==> config.mk <==
export PLATFORM = sky130hd
export DESIGN_NAME = rws_fitness
export DESIGN_NICKNAME = d
export VERILOG_FILES = /design/src/design/rws_pkg.sv /design/src/design/rws_fitness.sv
export SDC_FILE = /design/constraint.sdc
export NUM_CORES = 2
export LEC_CHECK = 0
export BUFFER_PORTS_ARGS = -buffer_cell sky130_fd_sc_hd__buf_2
export CAP_MARGIN = 20
export CORE_ASPECT_RATIO = 2
export CORE_MARGIN = 1.5
export CORE_UTILIZATION = 45
export DETAILED_ROUTE_END_ITERATION = 12
export SYNTH_ARGS = -nofsm -noshare
export SYNTH_HDL_FRONTEND = slang
export SYNTH_SLANG_ARGS = --single-unit
==> constraint.sdc <==
create_clock -name clk -period 18.82 [get_ports clk]
set_input_delay 4.705 -clock clk [delete_from_list [all_inputs] [get_ports clk]]
set_output_delay 4.705 -clock clk [all_outputs]
set_load 0.02 [all_outputs]
==> src/design/rws_pkg.sv <==
// Shared types and constants for the roulette-wheel selector.
// Used by rws_cell, rws_fitness and roulette_wheel_selector; depends on nothing.
`default_nettype none

package rws_pkg;

	// Operation codes carried by the opcode input.
	typedef enum logic [0:0] {
		OP_LOAD = 1'b0,
		OP_DRAW = 1'b1
	} opcode_t;

	// Result status codes.
	typedef enum logic [1:0] {
		ST_OK    = 2'd0,
		ST_EMPTY = 2'd1,
		ST_FULL  = 2'd2
	} status_t;

	// Top-level control states.
	typedef enum logic [2:0] {
		S_IDLE,
		S_LOAD_FIT,
		S_LOAD_WRITE,
		S_DRAW_GOAL,
		S_DRAW_CMP,
		S_DRAW_SCAN
	} ctl_state_t;

	// Fitness unit states.
	typedef enum logic [1:0] {
		F_IDLE,
		F_SQUARE,
		F_SETUP,
		F_DIVIDE
	} fit_state_t;

	// Control broadcast to every cell of the chain.
	typedef struct packed {
		logic cmp;
		logic shift;
	} cell_ctrl_t;

	// Field widths and fixed constants.
	localparam int DRAW_W     = 14;
	localparam int ERR_W      = 32;
	localparam int FIT_W      = 16;
	localparam int SEL_W      = 5;
	localparam int QUOT_W     = 17;
	localparam int QUOT_STEPS = 17;
	localparam logic [DRAW_W-1:0] DRAW_SCALE = 14'd10000;
	localparam logic [FIT_W-1:0]  FIT_MAX    = 16'hFFFF;

endpackage

`default_nettype wire

==> src/design/rws_fitness.sv <==
// Fitness unit: absolute error, its square, and a bit-serial restoring divide
// giving round(2^48 / (2^32 + err^2)) saturated to 16 bits. Depends on rws_pkg.
`default_nettype none

module rws_fitness (
	input  wire logic                        clk,
	input  wire logic                        arst_n,
	input  wire logic                        start,
	input  wire logic [rws_pkg::ERR_W-1:0]   target,
	input  wire logic [rws_pkg::ERR_W-1:0]   pred,
	output logic                             done,
	output logic [rws_pkg::ERR_W-1:0]        abs_error,
	output logic [rws_pkg::FIT_W-1:0]        fitness
);

	rws_pkg::fit_state_t state_q, state_d;

	logic [rws_pkg::ERR_W-1:0]    err_q;
	logic [63:0]                  sq_q;
	logic [63:0]                  den_q;
	logic [63:0]                  rem_q;
	logic [rws_pkg::QUOT_W-1:0]   numlo_q;
	logic [rws_pkg::QUOT_W-1:0]   quot_q;
	logic [4:0]                   step_q;
	logic                         done_q;

	logic [63:0] den_c;
	logic [63:0] num_c;
	logic [64:0] trial_c;

	// Denominator and rounded numerator; both additions set a single bit above
	// the operand's low part, so they reduce to incrementers.
	assign den_c   = sq_q + 64'h0000_0001_0000_0000;
	assign num_c   = {1'b0, den_c[63:1]} + 64'h0001_0000_0000_0000;
	assign trial_c = {rem_q, numlo_q[rws_pkg::QUOT_W-1]} - {1'b0, den_q};

	// Next-state logic.
	always_comb begin
		state_d = state_q;
		case (state_q)
			rws_pkg::F_IDLE: begin
				if (start) begin
					state_d = rws_pkg::F_SQUARE;
				end
			end
			rws_pkg::F_SQUARE: state_d = rws_pkg::F_SETUP;
			rws_pkg::F_SETUP:  state_d = rws_pkg::F_DIVIDE;
			rws_pkg::F_DIVIDE: begin
				if (step_q == 5'd0) begin
					state_d = rws_pkg::F_IDLE;
				end
			end
			default: state_d = rws_pkg::F_IDLE;
		endcase
	end

	// State register and completion strobe.
	always_ff @(posedge clk or negedge arst_n) begin
		if (!arst_n) begin
			state_q <= rws_pkg::F_IDLE;
			done_q  <= 1'b0;
		end else begin
			state_q <= state_d;
			done_q  <= (state_q == rws_pkg::F_DIVIDE) && (step_q == 5'd0);
		end
	end

	// Datapath: one quotient bit per divide cycle. The quotient is below 2^17,
	// so the partial remainder starts from the numerator's top bits.
	always_ff @(posedge clk) begin
		case (state_q)
			rws_pkg::F_IDLE: begin
				if (start) begin
					err_q <= (target >= pred) ? (target - pred) : (pred - target);
				end
			end
			rws_pkg::F_SQUARE: begin
				sq_q <= 64'(err_q) * 64'(err_q);
			end
			rws_pkg::F_SETUP: begin
				den_q   <= den_c;
				rem_q   <= 64'(num_c[63:rws_pkg::QUOT_W]);
				numlo_q <= num_c[rws_pkg::QUOT_W-1:0];
				quot_q  <= '0;
				step_q  <= 5'(rws_pkg::QUOT_STEPS - 1);
			end
			rws_pkg::F_DIVIDE: begin
				if (!trial_c[64]) begin
					rem_q <= trial_c[63:0];
				end else begin
					rem_q <= {rem_q[62:0], numlo_q[rws_pkg::QUOT_W-1]};
				end
				quot_q  <= {quot_q[rws_pkg::QUOT_W-2:0], ~trial_c[64]};
				numlo_q <= {numlo_q[rws_pkg::QUOT_W-2:0], 1'b0};
				step_q  <= step_q - 5'd1;
			end
			default: begin
			end
		endcase
	end

	assign done      = done_q;
	assign abs_error = err_q;
	assign fitness   = quot_q[rws_pkg::QUOT_W-1] ? rws_pkg::FIT_MAX
	                                             : quot_q[rws_pkg::FIT_W-1:0];

endmodule

`default_nettype wire

# == Word level (Yosys, flattened, before mapping) ==
# Cells that the tools add are included.
# op_classes
addsub,6
n_mul,1
magnitude_cmp,1
eq_ne,5
n_mux,10
bitwise,1
reduce_logical,6
# ops
cell,n
one-hot mux 64 bit (2 select lines),1
one-hot mux 17 bit (2 select lines),2
subtractor 65 x 64 -> 65 bit,1
adder 63 x 49 -> 64 bit (second input constant),1
adder 64 x 33 -> 64 bit (second input constant),1
multiplier 32 x 32 -> 64 bit,1
two-way mux 64 bit,1
subtractor 32 bit,2
>= comparator 32 bit,1
two-way mux 32 bit,1
two-way mux 16 bit,1
one-hot mux 5 bit (2 select lines),1
one-hot mux 2 bit (4 select lines),1
zero test 5 bit,1
subtractor 5 x 1 -> 5 bit (second input constant),1
equality test 2 bit (second input constant),2
two-way mux 2 bit,2
AND reduction 2 bit,2
equality test 2 x 1 -> 1 bit (second input constant),1
zero test 2 bit,1
!= test 2 x 1 -> 1 bit (second input constant),1
!= test 2 bit (second input constant),1
nonzero test 2 bit,1
logical AND 1 bit,1
NOT 1 bit,1
# word_totals
reg_bits,266
inputBits,67
output_inout_bits,49
word_cells,39

# == Depth between registers and ports, before layout ==
# depth
depth_word,3
depth_mapped,31
depth_no_buf,29

# == Worst setup path before layout ==
# Ideal clock, no wire load.
# synth_timing
path_kind,reg-to-reg
startpoint,register err_q (netlist bit abs_error[2])
endpoint,"register sq_q[63], data pin"
setup_ns,0.266
arrival_time_ns,7.651
t_required_ns,18.554
path_slack_ns,10.903
stages_incl_launch_ff,28
n_path_buf,2
period_less_slack_ns,7.917
cell_sequence,edfxtp_1 -> clkbuf_1 -> clkbuf_1 -> nand2_1 -> fa_1 -> inv_1 -> fa_1 -> fa_1 -> inv_1 -> fa_1 -> inv_1 -> fa_1 -> fa_1 -> fa_1 -> inv_1 -> fa_1 -> inv_1 -> ha_1 -> and2_1 -> nand3_1 -> or3_1 -> nor2_1 -> a211oi_1 -> o31ai_1 -> a311oi_2 -> o31ai_2 -> mux2i_1 -> nand4_1
# synth_between
elab_chain_cells,1
# synth_rtl
item,line,text
from (decl),rws_fitness.sv:18,logic [rws_pkg::ERR_W-1:0] err_q;
from (signal assigned),rws_fitness.sv:74,err_q <= (target >= pred) ? (target - pred) : (pred - target);
multiplier 32 x 32 -> 64 bit,rws_fitness.sv:78,sq_q <= 64'(err_q) * 64'(err_q);
to (signal assigned),rws_fitness.sv:78,
to (decl),rws_fitness.sv:19,logic [63:0] sq_q;
# No other way between the ends.
# A chain may end at the register's enable or synchronous reset.

# == Worst setup path after layout ==
# layout_timing
startpoint,register err_q (netlist bit abs_error[4])
endpoint,"register sq_q[52], data pin"
# The elaborated chain is that of the path after synthesis.

==> results.cfg <==
[final_layout]
drive_above_1_share_pct = 5.95
area_growth_pct = 5.80
fillers = 10100
regArea_mm2 = 0.00788
multi_input_area_mm2 = 0.0348
final_util_pct = 48.1
fin_nets = 6352

[floorplanning]
row_count = 168
start_util_pct = 45.4
die_h_um = 464
ios = 116
die_w_um = 233
design.die.area_mm2 = 0.108
core_area_mm2 = 0.105

[outcome]
status = complete, no violations

[routing]
antenna_left = 0
first_iter_violations = 1521
firstDrtPassIters = 5
drc = 0
dr_total_vias = 35200
wl_mm = 144
post_drt_wl_per_cell_um = 22.4
vias_per_cell = 5.47

[synth]
synth_mux_area_share_pct = 1.86
synthSimpleGateAreaFrac_pct = 11.8
synth_top_family_by_area = adder cells
ys_seq_elements = 263
async_flop_share_pct = 1.14
synth_xor_area_share_pct = 4.25
synth_flop_cell = edfxtp_1
yosysWarningCount = 0
synth-compound-area-share_pct = 10.1
yosys.area_share.adder_pct = 44.7
yosysTopAreaCellShare_pct = 33.3
synth_area_leader_cell = fa_1
synth_cell_types = 93
postSynthNetCount = 6355
synth-edff-count = 260
yosysSeqAreaShare_pct = 16.5
syn_inst = 5057
avgSynthCellArea_um2 = 9.44
syn_area_mm2 = 0.0478
synth_area_leaders = fa_1, edfxtp_1, ha_1, inv_1, and2_1

[placed_design]
gp_congestion = 0.955
portBuffers = 115
dpl.hpwl_mm = 120

[sta]
layout_min_cycle_time_ns = 9.28
relSlewSlack_pct = 28.9
drv_slew = 0
finalHoldViolations = 0
worst_clock_skew_ns = 0.0407
fmax_mhz = 108
rsz0062_at_grt = false
setup_tns_ns = 0
finalSetupViolations = 0
post-route-period-util_pct = 49.3
hold_ws_ns = 0.430
tightest_slew_ns = 1.07

[clock_network]
cts-root-buf = clkbuf_16
clkTransAtPathRegs_ns = 0.06
clock_sinks = 263
ctsResizeCount = 0
htree_num_levels = 1
clock_latency_ns = 0.64
holdBufCountCts = 0
cts_setup_buffers = 0
cts_tree = done
tritoncts.num_buffers = 27
clockBufferDepth = 3

[worst_setup_path]
required_ns = 19.16
worst-path-max-fanout = 19
cp-end-kind = flip-flop
critPathLaunchType = flip-flop
crit_type = flip-flop to flip-flop
crit_arrival_ns = 9.62
ff2ff_setup_slack_ns = 9.54

[min_path]
hold_class = flip-flop to flip-flop

[global_routing]
track_usage_pct = 27.1
antenna_found_initial = 2
grt_pass1_vias = 39800
grt_pass1_wl_mm = 219
grt_overflow = 0
grt_start_max_net_pins = 71

[run]
max_cap_viol_count = 0
through the flow:
stage          area [um^2]  std cells  setup slack, ns
2_1_floorplan        47800       5057            10.90
3_3_place_gp         49600       6385             9.69
3_5_place_dp         49600       6385             9.59
4_1_cts              50500       6435             9.58
5_1_grt              50500       6436             9.18
6_report             50500       6436             9.54
routing by layer:
| layer | part of all wire (%) | up-vias | global-route usage [%] |
|---|---|---|---|
| met1 | 30 | 17700 | 23.7 |
| li1 | - | 16000 | - |
| met3 | 3.3 | 515 | 2.37 |
| met4 | 8.9 | 2 | 20.1 |
| met2 | 58 | 1022 | 54.8 |
| met5 | 0.0083 | - | 0 |
path summary, 6_finish.rpt:
kind	startpoint	cells past startpoint	end
worst max-delay path	abs_error[4]$_DFFE_PP_	27	sq_q[52]$_DFFE_PN_
worst min-delay path	sq_q[0]$_DFFE_PN_	0	den_q[0]$_DFFE_PP_
worst max register to register	abs_error[4]$_DFFE_PP_	27	sq_q[52]$_DFFE_PN_
worst min register to register	sq_q[0]$_DFFE_PN_	0	den_q[0]$_DFFE_PP_
max in group asynchronous	arst_n	1	state_q[1]$_DFFE_PN0P_
min in group asynchronous	arst_n	1	done$_DFF_PN0_
area by class of cell:
type                       count  area share, %
clock inverter                21          0.458
inverter                    1160           8.62
tap                         1360           3.37
antenna                        1        0.00495
sequential                   263           15.6
clock buffer                  29           1.35
multi-input combinational   3445           68.8
timing repair buffer         157           1.76
placed cells by master (no fill, tap or decap), types with 11 or more instances in the layout:
master / instances
fa_1: 794
a21boi_0: 13
and2_1: 263
a211oi_1: 21
o211ai_1: 16
nand2b_1: 25
a31o_2: 23
o21ai_0: 133
and4_1: 11
xnor2_1: 139
inv_1: 1156
clkbuf_16: 27
nor2b_1: 25
nand4_1: 50
nand3_1: 54
and3_1: 23
xor2_1: 89
edfxtp_1: 260
a21o_1: 98
buf_2: 115
mux2i_1: 66
a21oi_1: 270
nor2_1: 196
a31oi_1: 21
nand2_1: 390
o21bai_1: 43
or2_2: 26
mux2_2: 19
nor3_1: 34
o21a_1: 15
ha_1: 434
buf_4: 42
cells by family (layout without fill, tap and decap cells):
kind of cell | after synthesis | count (layout)
AO/OA/AOI/OAI | 758 | 758
AND/OR/NAND/NOR | 1140 | 1140
other | 0 | 1
flip-flops | 263 | 263
buffers and inverters | 1349 | 1367
XOR/XNOR | 230 | 230
multiplexers | 86 | 86
adder cells (fa/ha/maj) | 1231 | 1231
worst max-delay path: stages (launching register included):
cell       delay [ns]
edfxtp_1         0.85
buf_4            0.40
nand2_1          0.17
xor2_1           0.22
ha_1             0.20
o21bai_1         0.17
fa_1             0.56
inv_1            0.05
fa_1             0.51
fa_1             0.55
inv_1            0.05
fa_1             0.49
inv_1            0.05
fa_1             0.53
inv_1            0.05
fa_1             0.50
fa_1             0.42
ha_1             0.44
and4_1           0.30
and4_1           0.21
o2111ai_1        0.17
a31oi_1          0.51
o211ai_1         0.24
a21oi_1          0.36
a21oi_1          0.12
a21oi_1          0.48
o21ai_0          0.22
xnor2_1          0.17
flip-flops by register name, summed over array words and instances, names as in the netlist:
name       flops
abs_error     32
den_q         63
done           1
numlo_q       16
quot_q        17
rem_q         64
sq_q          63
state_q        2
step_q         5
synth_stat cells (27+ instances only):
cell type / instances
nor2_1: 196
o21bai_1: 43
o21ai_0: 133
or2_2: 27
nand2_1: 390
a21oi_1: 270
mux2i_1: 66
a21o_1: 98
and2_1: 264
ha_1: 437
xor2_1: 89
inv_1: 1156
clkbuf_1: 163
nand3_1: 54
xnor2_1: 139
edfxtp_1: 260
fa_1: 794
nand4_1: 50
nor3_1: 34
Power is left out: the tool's default activity adds up to more than one toggle a clock period on the data nets, which glitch-free logic cannot reach.
