--- config.mk ---
export PLATFORM = sky130hd
export DESIGN_NAME = rws_cell
export DESIGN_NICKNAME = d
export VERILOG_FILES = /design/src/design/rws_pkg.sv /design/src/design/rws_cell.sv
export SDC_FILE = /design/constraint.sdc
export NUM_CORES = 1
export LEC_CHECK = 0
export BUFFER_PORTS_ARGS = -buffer_cell sky130_fd_sc_hd__buf_2
export CAP_MARGIN = 10
export CORE_MARGIN = 2
export CORE_UTILIZATION = 50
export CTS_BUF_LIST = sky130_fd_sc_hd__clkbuf_8
export CTS_CLUSTER_SIZE = 16
export DETAILED_ROUTE_END_ITERATION = 8
export PLACE_DENSITY = 0.9
export SYNTH_ARGS = -nofsm -noshare
export SYNTH_HDL_FRONTEND = slang
export SYNTH_SLANG_ARGS = --single-unit
--- constraint.sdc ---
create_clock -name clk -period 2 [get_ports clk]
set_input_delay 0.4 -clock clk [delete_from_list [all_inputs] [get_ports clk]]
set_output_delay 0.4 -clock clk [all_outputs]
set_load 0.02 [all_outputs]
--- src/design/rws_pkg.sv ---
// Shared types and constants for the roulette-wheel selector.
// Used by rws_cell, rws_fitness and roulette_wheel_selector; depends on nothing.
`default_nettype none

package rws_pkg;

	// Operation codes carried by the opcode input.
	typedef enum logic [0:0] {
		OP_LOAD = 1'b0,
		OP_DRAW = 1'b1
	} opcode_t;

	// Result status codes.
	typedef enum logic [1:0] {
		ST_OK    = 2'd0,
		ST_EMPTY = 2'd1,
		ST_FULL  = 2'd2
	} status_t;

	// Top-level control states.
	typedef enum logic [2:0] {
		S_IDLE,
		S_LOAD_FIT,
		S_LOAD_WRITE,
		S_DRAW_GOAL,
		S_DRAW_CMP,
		S_DRAW_SCAN
	} ctl_state_t;

	// Fitness unit states.
	typedef enum logic [1:0] {
		F_IDLE,
		F_SQUARE,
		F_SETUP,
		F_DIVIDE
	} fit_state_t;

	// Control broadcast to every cell of the chain.
	typedef struct packed {
		logic cmp;
		logic shift;
	} cell_ctrl_t;

	// Field widths and fixed constants.
	localparam int DRAW_W     = 14;
	localparam int ERR_W      = 32;
	localparam int FIT_W      = 16;
	localparam int SEL_W      = 5;
	localparam int QUOT_W     = 17;
	localparam int QUOT_STEPS = 17;
	localparam logic [DRAW_W-1:0] DRAW_SCALE = 14'd10000;
	localparam logic [FIT_W-1:0]  FIT_MAX    = 16'hFFFF;

endpackage

`default_nettype wire

--- src/design/rws_cell.sv ---
// One cell of the prefix-sum chain: holds a scaled prefix sum and a hit flag.
// Depends on rws_pkg for the cell control struct.
`default_nettype none

module rws_cell #(
	parameter int DATA_W = 35
) (
	input  wire logic                clk,
	input  wire logic                wr_en,
	input  wire logic [DATA_W-1:0]   wr_data,
	input  wire rws_pkg::cell_ctrl_t ctrl,
	input  wire logic [DATA_W-1:0]   goal,
	input  wire logic                hit_in,
	output logic                     hit
);

	logic [DATA_W-1:0] sum_q;
	logic              hit_q;

	// The stored sum is written once per load; the hit flag is either set by
	// the compare against the broadcast goal or taken from the right neighbor.
	always_ff @(posedge clk) begin
		if (wr_en) begin
			sum_q <= wr_data;
		end
		if (ctrl.cmp) begin
			hit_q <= (sum_q >= goal);
		end else if (ctrl.shift) begin
			hit_q <= hit_in;
		end
	end

	assign hit = hit_q;

endmodule

`default_nettype wire

# After elaboration in Yosys (flattened, before gate mapping)
# Cells that the tools add are included.
dict set report word_totals {
  regBits 36
  input_bits 75
  out_inout_bits 1
  word_cells 6
}
dict set report op_classes {
  magnitude_cmp 1
  muxes 2
  n_reduce_logical 1
}
# op n
set op_table {}
lappend op_table {{35-bit greater-or-equal comparator} 1}
lappend op_table {{1-bit two-way mux} 2}
lappend op_table {{2-bit nonzero test} 1}

# Logic depth before layout (Yosys ltp)
# Gate-level depths: netlist of the first run.
dict set report depth {
  depth_word 2
  depth_mapped 8
  mapped_depth_nobuf 8
}

# Least setup slack after synthesis of the first run
# No wires, ideal clock.
dict set report synth_timing {
  kind {input to register}
  startpoint {input goal[31]}
  endpoint {register hit_q (netlist: hit), data pin}
  setup_time_ns 0.255
  arrival_time_ns 1.565
  required_ns 1.745
  setup_slack_ns 0.180
  cell_stages 7
  n_path_buf 0
  cell_sequence {inv_1 -> ha_1 -> and4_4 -> a41o_1 -> a211oi_2 -> a21oi_1 -> a31o_1}
}
dict set report synth_between {
  elab_chain_cells 2
}
# item line_no
set synth_rtl {}
lappend synth_rtl {{start: declaration} rws_cell.sv:12} ;# input wire logic [DATA_W-1:0] goal,
lappend synth_rtl {{35-bit greater-or-equal comparator} rws_cell.sv:27} ;# hit_q <= (sum_q >= goal);
lappend synth_rtl {{1-bit two-way mux} rws_cell.sv:26} ;# if (ctrl.cmp) begin
lappend synth_rtl {{end signal: assignment} rws_cell.sv:27}
lappend synth_rtl {{end signal: assignment} rws_cell.sv:29} ;# hit_q <= hit_in;
lappend synth_rtl {{end: declaration} rws_cell.sv:18} ;# logic hit_q;
# No other way between the ends.
# A chain may end at the register's enable or synchronous reset.

# Final worst setup path of the first run
dict set report layout_timing {
  startpoint {register sum_q[28]}
  endpoint {register hit_q (netlist: hit), data pin}
}
dict set report layout_between {
  elab_chain_cells 2
}
# item line_no
set layout_rtl {}
lappend layout_rtl {{start: declaration} rws_cell.sv:17} ;# logic [DATA_W-1:0] sum_q;
lappend layout_rtl {{start signal: assignment} rws_cell.sv:24} ;# sum_q <= wr_data;
lappend layout_rtl {{35-bit greater-or-equal comparator} rws_cell.sv:27}
lappend layout_rtl {{1-bit two-way mux} rws_cell.sv:26}
# No other way between the ends.

==> impl_metrics.toml, run 1 <==
[floorplan]
die_x_um = 67.0
rows = 22
fp.coreArea_um2 = 3740
die_area_um2 = 4480
initial_core_util_pct = 52.9
die_h_um = 67.0
io-pin-count = 76

[worst_setup_path]
crit_path_start = "sum_q[28]$_DFFE_PP_"
crit_arrival_ps = 1910
path_class = "register to register"
worst-path-buf-inv = 0
crit_chain = "ha_1 -> a21o_1 -> a21oi_1 -> o21ai_0 -> a211oi_2 -> a21oi_1 -> a31o_1"
r2r_slack_ps = 130
r2r_cells = 7
worst_path_most_repeated_cell = "a21oi_1"
cp_slowest_cell = "edfxtp_1"
r2r-start = "sum_q[28]$_DFFE_PP_"
crit_cells = 7
cp_data_required_time_ps = 2040
start_kind = "register"
cp_max_fo = 2
worst_setup_path_end_kind = "register"
critPathMaxStageDelay_ps = 380
r2r-end = "hit$_DFFE_PP_"
crit_family = "compound AO/OA/AOI/OAI gates"

[global_routing]
overflow = 0
grt_max_degree = 36
antenna_found_initial = 0
grt_usage_pct = 17.2
grt_pass1_wl_um = 5580
first_global_vias = 1496

[sta]
setup_slack_ps = 133
fin_crit_sh_pct = 93.3
clock-skew-final_ps = 3.73
slew_viol_final = 0
setup_viol = 0
finalHoldViolations = 0
grt_setup_unrepaired = "no"
worst-slew-pin-transition_ps = 292
max_freq_mhz = 536
fin_crit_ps = 1870
max_slew_margin_pct = 80.3

[final_layout]
diodes = 0
instances_no_fill = 292
syn_to_final_growth_pct = 27.3
fin_nets = 354
drive_above_1_share_pct = 36.1

[placement]
gp_congestion = 0.755
place_inst = 285
numPortBuffers = 75
hpwl_um = 2830
dp_slack_ps = -24.7

[synthesis]
synthXorXnorAreaFrac_pct = 0
yosys.area_share.simple_pct = 6.88
synthMuxAreaShare_pct = 0
synth_cells = 160
avgSynthCellArea_um2 = 12.4
yosys.area_share.adder_pct = 22.1
synth_area_leader_cell = "edfxtp_1"
synth-compound-area-share_pct = 9.66
synth_top_family_by_area = "adder cells"
yosysWarnings = 0
ys_ff_latch = 36
synth.cell_area_um2 = 1980
yosysSeqAreaShare_pct = 54.5
synthTopCellsByArea = "edfxtp_1, ha_1, inv_1"
async_flop_share_pct = 0
synth_edf_count = 36
synth_top_area_share_pct = 54.5
yosys_most_used_dff = "edfxtp_1"
syn-num-nets = 270
synth.top_cells.by_count = "edfxtp_1, inv_1, ha_1, a21oi_1, nand4_1"
synth_cell_types = 25

[clock_tree]
cts_num_sinks = 36
root_buffer = "clkbuf_8"
insertion_delay_ps = 280
post_cts_buffers = 0
clkTransAtPathRegs_ps = 70
cts_tree = "yes"
cts_resized = 0
clockBufferDepth = 2
cts_made_buffers = 5
htree_levels = 2
postCtsHoldBufs = 0

[drt]
drt-total-wl_um = 3440
drtPass1Iterations = 4
route.detailed.drc = 0
via_count = 1435
drtIter0Drc = 50
wl_per_cell_um = 11.8
ant_nets = 0
routed_via_density = 4.91

[power_and_ir_drop]
p_sw_uw = 390
cellPowerDensity_nw_per_um2 = 662
comb_power_share_pct = 17.1
p_sw_share_pct = 23.3
intPower_uw = 1280
p_seq_share_pct = 54.9
ir_worst_vdd_mv = 0.555
p_leak_uw = 0.00129
p_clk_share_pct = 28.1

[run_status]
outcome = "finished, final reports clean"

[worst_hold_path]
hp-class = "input pin to register"
holdPathEnd = "sum_q[34]$_DFFE_PP_"
hold_start = "wr_data[34]"
holdPathStages = 1

[run]
drv_cap = 0
## stage by stage
| stage | setup TNS, ps | utilization [%] | cell area [um^2] | total power [uW] | hold WS, ps |
|---|---|---|---|---|---|
| 6_report | 0 | 67.4 | 2520 | 1670 | 287 |
| 3_3_place_gp | 0 | 65.3 | 2440 | 1200 | 576 |
| 2_1_floorplan | 0 | - | 1980 | 1080 | 499 |
| 3_5_place_dp | -24.7 | 65.3 | 2440 | 1220 | 579 |
| 5_1_grt | 0 | 67.4 | 2520 | 1770 | 272 |
| 4_1_cts | 0 | 67.4 | 2520 | 1690 | 280 |
## final cells by class
cell class                      instances  area [um^2]
Clock inverter                          2         8.76
Clock buffer                            5         68.8
Fill cell                             314         1220
Timing Repair Buffer                   77          403
Multi-Input combinational cell         88          766
Inverter                               36          135
Tap cell                               48         60.1
Sequential cell                        36         1080
## cells by family after synthesis
kind of cell,count (synthesis)
compound gates,29
fa+ha+maj,35
buf+inv,36
simple gates,24
flops,36
## layer usage
layer / track usage (%) / wire length, um
met5: 0 / 0
met4: 6.12 / 43
met3: 8.11 / 366
met2: 32.0 / 1760
met1: 16.2 / 1260
## worst reg2reg max path, cell delays in order, from the launching register on
cell and delay, ps:
edfxtp_1 380, ha_1 300, a21o_1 190, a21oi_1 120, o21ai_0 130, a211oi_2 240
a21oi_1 80, a31o_1 180
## worst max path at each step
stage / to / slack (ps)
after floorplan: hit$_DFFE_PP_ / 180
after global placement: hit$_DFFE_PP_ / 10
after detailed placement: hit$_DFFE_PP_ / -20
after CTS: hit$_DFFE_PP_ / 120
after global routing: hit$_DFFE_PP_ / 5
final: hit$_DFFE_PP_ / 130
## cells in the final DEF (no fill, tap or decap), types with 2 or more instances in the layout
| master | instances |
|---|---|
| nor3_1 | 3 |
| clkbuf_8 | 5 |
| nand2_1 | 2 |
| a21oi_1 | 10 |
| inv_1 | 37 |
| a211oi_1 | 2 |
| buf_2 | 75 |
| edfxtp_1 | 36 |
| o21ai_0 | 4 |
| nand3_1 | 3 |
| nor2_1 | 4 |
| a21oi_2 | 2 |
| ha_1 | 35 |
| a21o_1 | 5 |
| nand4_1 | 6 |
## registers in the layout, summed over array words and instances, names as in the netlist
name,flops
sum_q,35
hit,1
## power groups by stage
stage	sequential, uW	combinational (uW)	clock (uW)
floorplan	931	154	0
CTS	916	291	480
global placement	929	274	0
detailed placement	933	288	0
global route	922	334	513
finish	916	285	468
(Power assumes the default switching activity.)
==> run 2, diff against run 1 <==
- CORE_UTILIZATION: 50 -> 30
- GPL_TIMING_DRIVEN: unset -> 1
- PLACE_DENSITY: 0.9 -> 0.62
==> run 2 against run 1 <==
Against the previous run:
- global-route usage fell by 5.5 points
- die area rose by 62%
- final cell count rose by 9.6%
- clock power rose by 1%
- combinational power barely moved
- clock skew fell by 0.94 ps
- utilization fell by 27 points
- via count fell by 3.6%
- clock-buffer cell count did not move
- worst setup slack improved by 23 ps
- worst hold slack improved by 2.0 ps
- critical endpoint unchanged
- sequential power barely moved
==> impl_metrics.toml, run 2 (synthesis gave the netlist of run 1 again) <==
[run_status]
outcome = "finished, final reports clean"

[final_layout]
largest_reg_flops = 35
fin_util_pct = 40.0
syn_to_final_growth_pct = 28.9
fin_nets = 353
layout_commonest_cell = "buf_2"
diodes = 0
drive_above_1_share_pct = 35.8
final_cell_mix = "buf_2, inv_1, edfxtp_1"
nFillCells = 630
top_register = "sum_q"

[sta]
slew_viol_final = 0
worst-slew-pin-transition_ps = 428
setup_viol = 0
max_slew_margin_pct = 71.5
fin_crit_sh_pct = 92.2
max_freq_mhz = 542
fin_crit_ps = 1840
clock-skew-final_ps = 2.78
whs_ps = 289
grt_setup_unrepaired = "no"
finalHoldViolations = 0

[drt]
route.detailed.drc = 0
drtIter0Drc = 33
ant_nets = 0
via_count = 1383
drtPass1Iterations = 4
wl_per_cell_um = 11.8
routed_via_density = 4.32
drt-total-wl_um = 3790

[floorplan]
io-pin-count = 76
rows = 29
fp.coreArea_um2 = 6390
die_area_um2 = 7270
initial_core_util_pct = 31.0
die_x_um = 85.3
die_h_um = 85.3

[global_routing]
top_usage_layer = "met2"
overflow = 0
grt_pass1_wl_um = 6480
grt_max_degree = 21
grt_usage_pct = 11.7
grtUsageMet1_pct = 14.7
gr-usage-met3_pct = 4.09
antenna_found_initial = 0
met2_usage_pct = 18.7
first_global_vias = 1468

[power_and_ir_drop]
cellPowerDensity_nw_per_um2 = 655
p_leak_uw = 0.00129
ir_worst_vdd_mv = 0.318

[clock_tree]
root_buffer = "clkbuf_8"
clkTransAtPathRegs_ps = 70
htree_levels = 2
cts_made_buffers = 5
clockBufferDepth = 2
insertion_delay_ps = 280
postCtsHoldBufs = 0
cts_num_sinks = 36
cts_tree = "yes"

[worst_setup_path]
worst_setup_path_end_kind = "register"
cp_data_required_time_ps = 2040
cp_max_fo = 1
start_kind = "register"
crit_arrival_ps = 1880
r2r-start = "sum_q[0]$_DFFE_PP_"
path_class = "register to register"
crit_path_start = "sum_q[0]$_DFFE_PP_"

[run]
drv_cap = 0

[placement]
hpwl_um = 3100
gp_congestion = 0.733
numPortBuffers = 75

[worst_hold_path]
hold_start = "wr_data[6]"
hp-class = "input pin to register"
[run 2: changes by cell type in the layout (fill, tap and decap cells not counted)]
cell and delta:
o21ai_1 +1, nor3_2 +1, nor3_1 -1, clkinv_1 +2, clkinv_2 -1, o21ai_0 -1, buf_4 -1, inv_1 -1
[run 2: through the flow]
stage / power, uW / setup slack, ps / area, um^2 / std cells / setup TNS (ps)
finish: 1670 / 156 / 2550 / 320 / 0
global route: 1790 / 46.9 / 2550 / 320 / 0
CTS: 1710 / 116 / 2550 / 320 / 0
detailed placement: 1220 / -13.8 / 2470 / 313 / -13.8
global placement: 1210 / -41.7 / 2470 / 313 / -41.7
floorplan: 1080 / 180 / 1980 / 160 / 0
[run 2: metal layers]
| metal | vias up | wire length [um] |
|---|---|---|
| met5 | - | 0 |
| met4 | 0 | 23 |
| met3 | 2 | 289 |
| met2 | 49 | 1750 |
| met1 | 591 | 1730 |
| li1 | 741 | - |
[run 2: timing repair]
action,4_1_cts,5_1_grt
endpoints found under the setup margin,0,1
setup buffers,0,0
endpoints found under the hold margin,0,0
resized for setup,0,2
[run 2: worst paths after layout]
kind	end	slack (ps)	cells after the start
worst max-delay path	hit$_DFFE_PP_	160	8
worst min-delay path	sum_q[6]$_DFFE_PP_	290	1
worst max register to register	hit$_DFFE_PP_	160	8
worst min register to register	hit$_DFFE_PP_	860	4
[run 2: critical path, cell delays in order, from the launching register on]
cell and delay (ps):
edfxtp_1 360, inv_1 70, ha_1 210, nand2b_1 150, a211oi_1 240, nor3_1 80
nor3_2 170, o21ai_1 120, a31o_1 210
[run 2: where the power goes]
part	switching, uW	internal [uW]
sequential	17.4	898
combinational	138	148
clock	244	230
[run 2: layout make-up]
class / instances / area [um^2] / share of cell area (%)
clock buffers: 5 / 68.8 / 2.69
well taps: 77 / 96.3 / 3.77
multi-input cells: 88 / 771 / 30.2
clock inverters: 2 / 7.51 / 0.294
inverters: 36 / 135 / 5.29
repair buffers: 76 / 395 / 15.5
flip-flops and latches: 36 / 1080 / 42.3
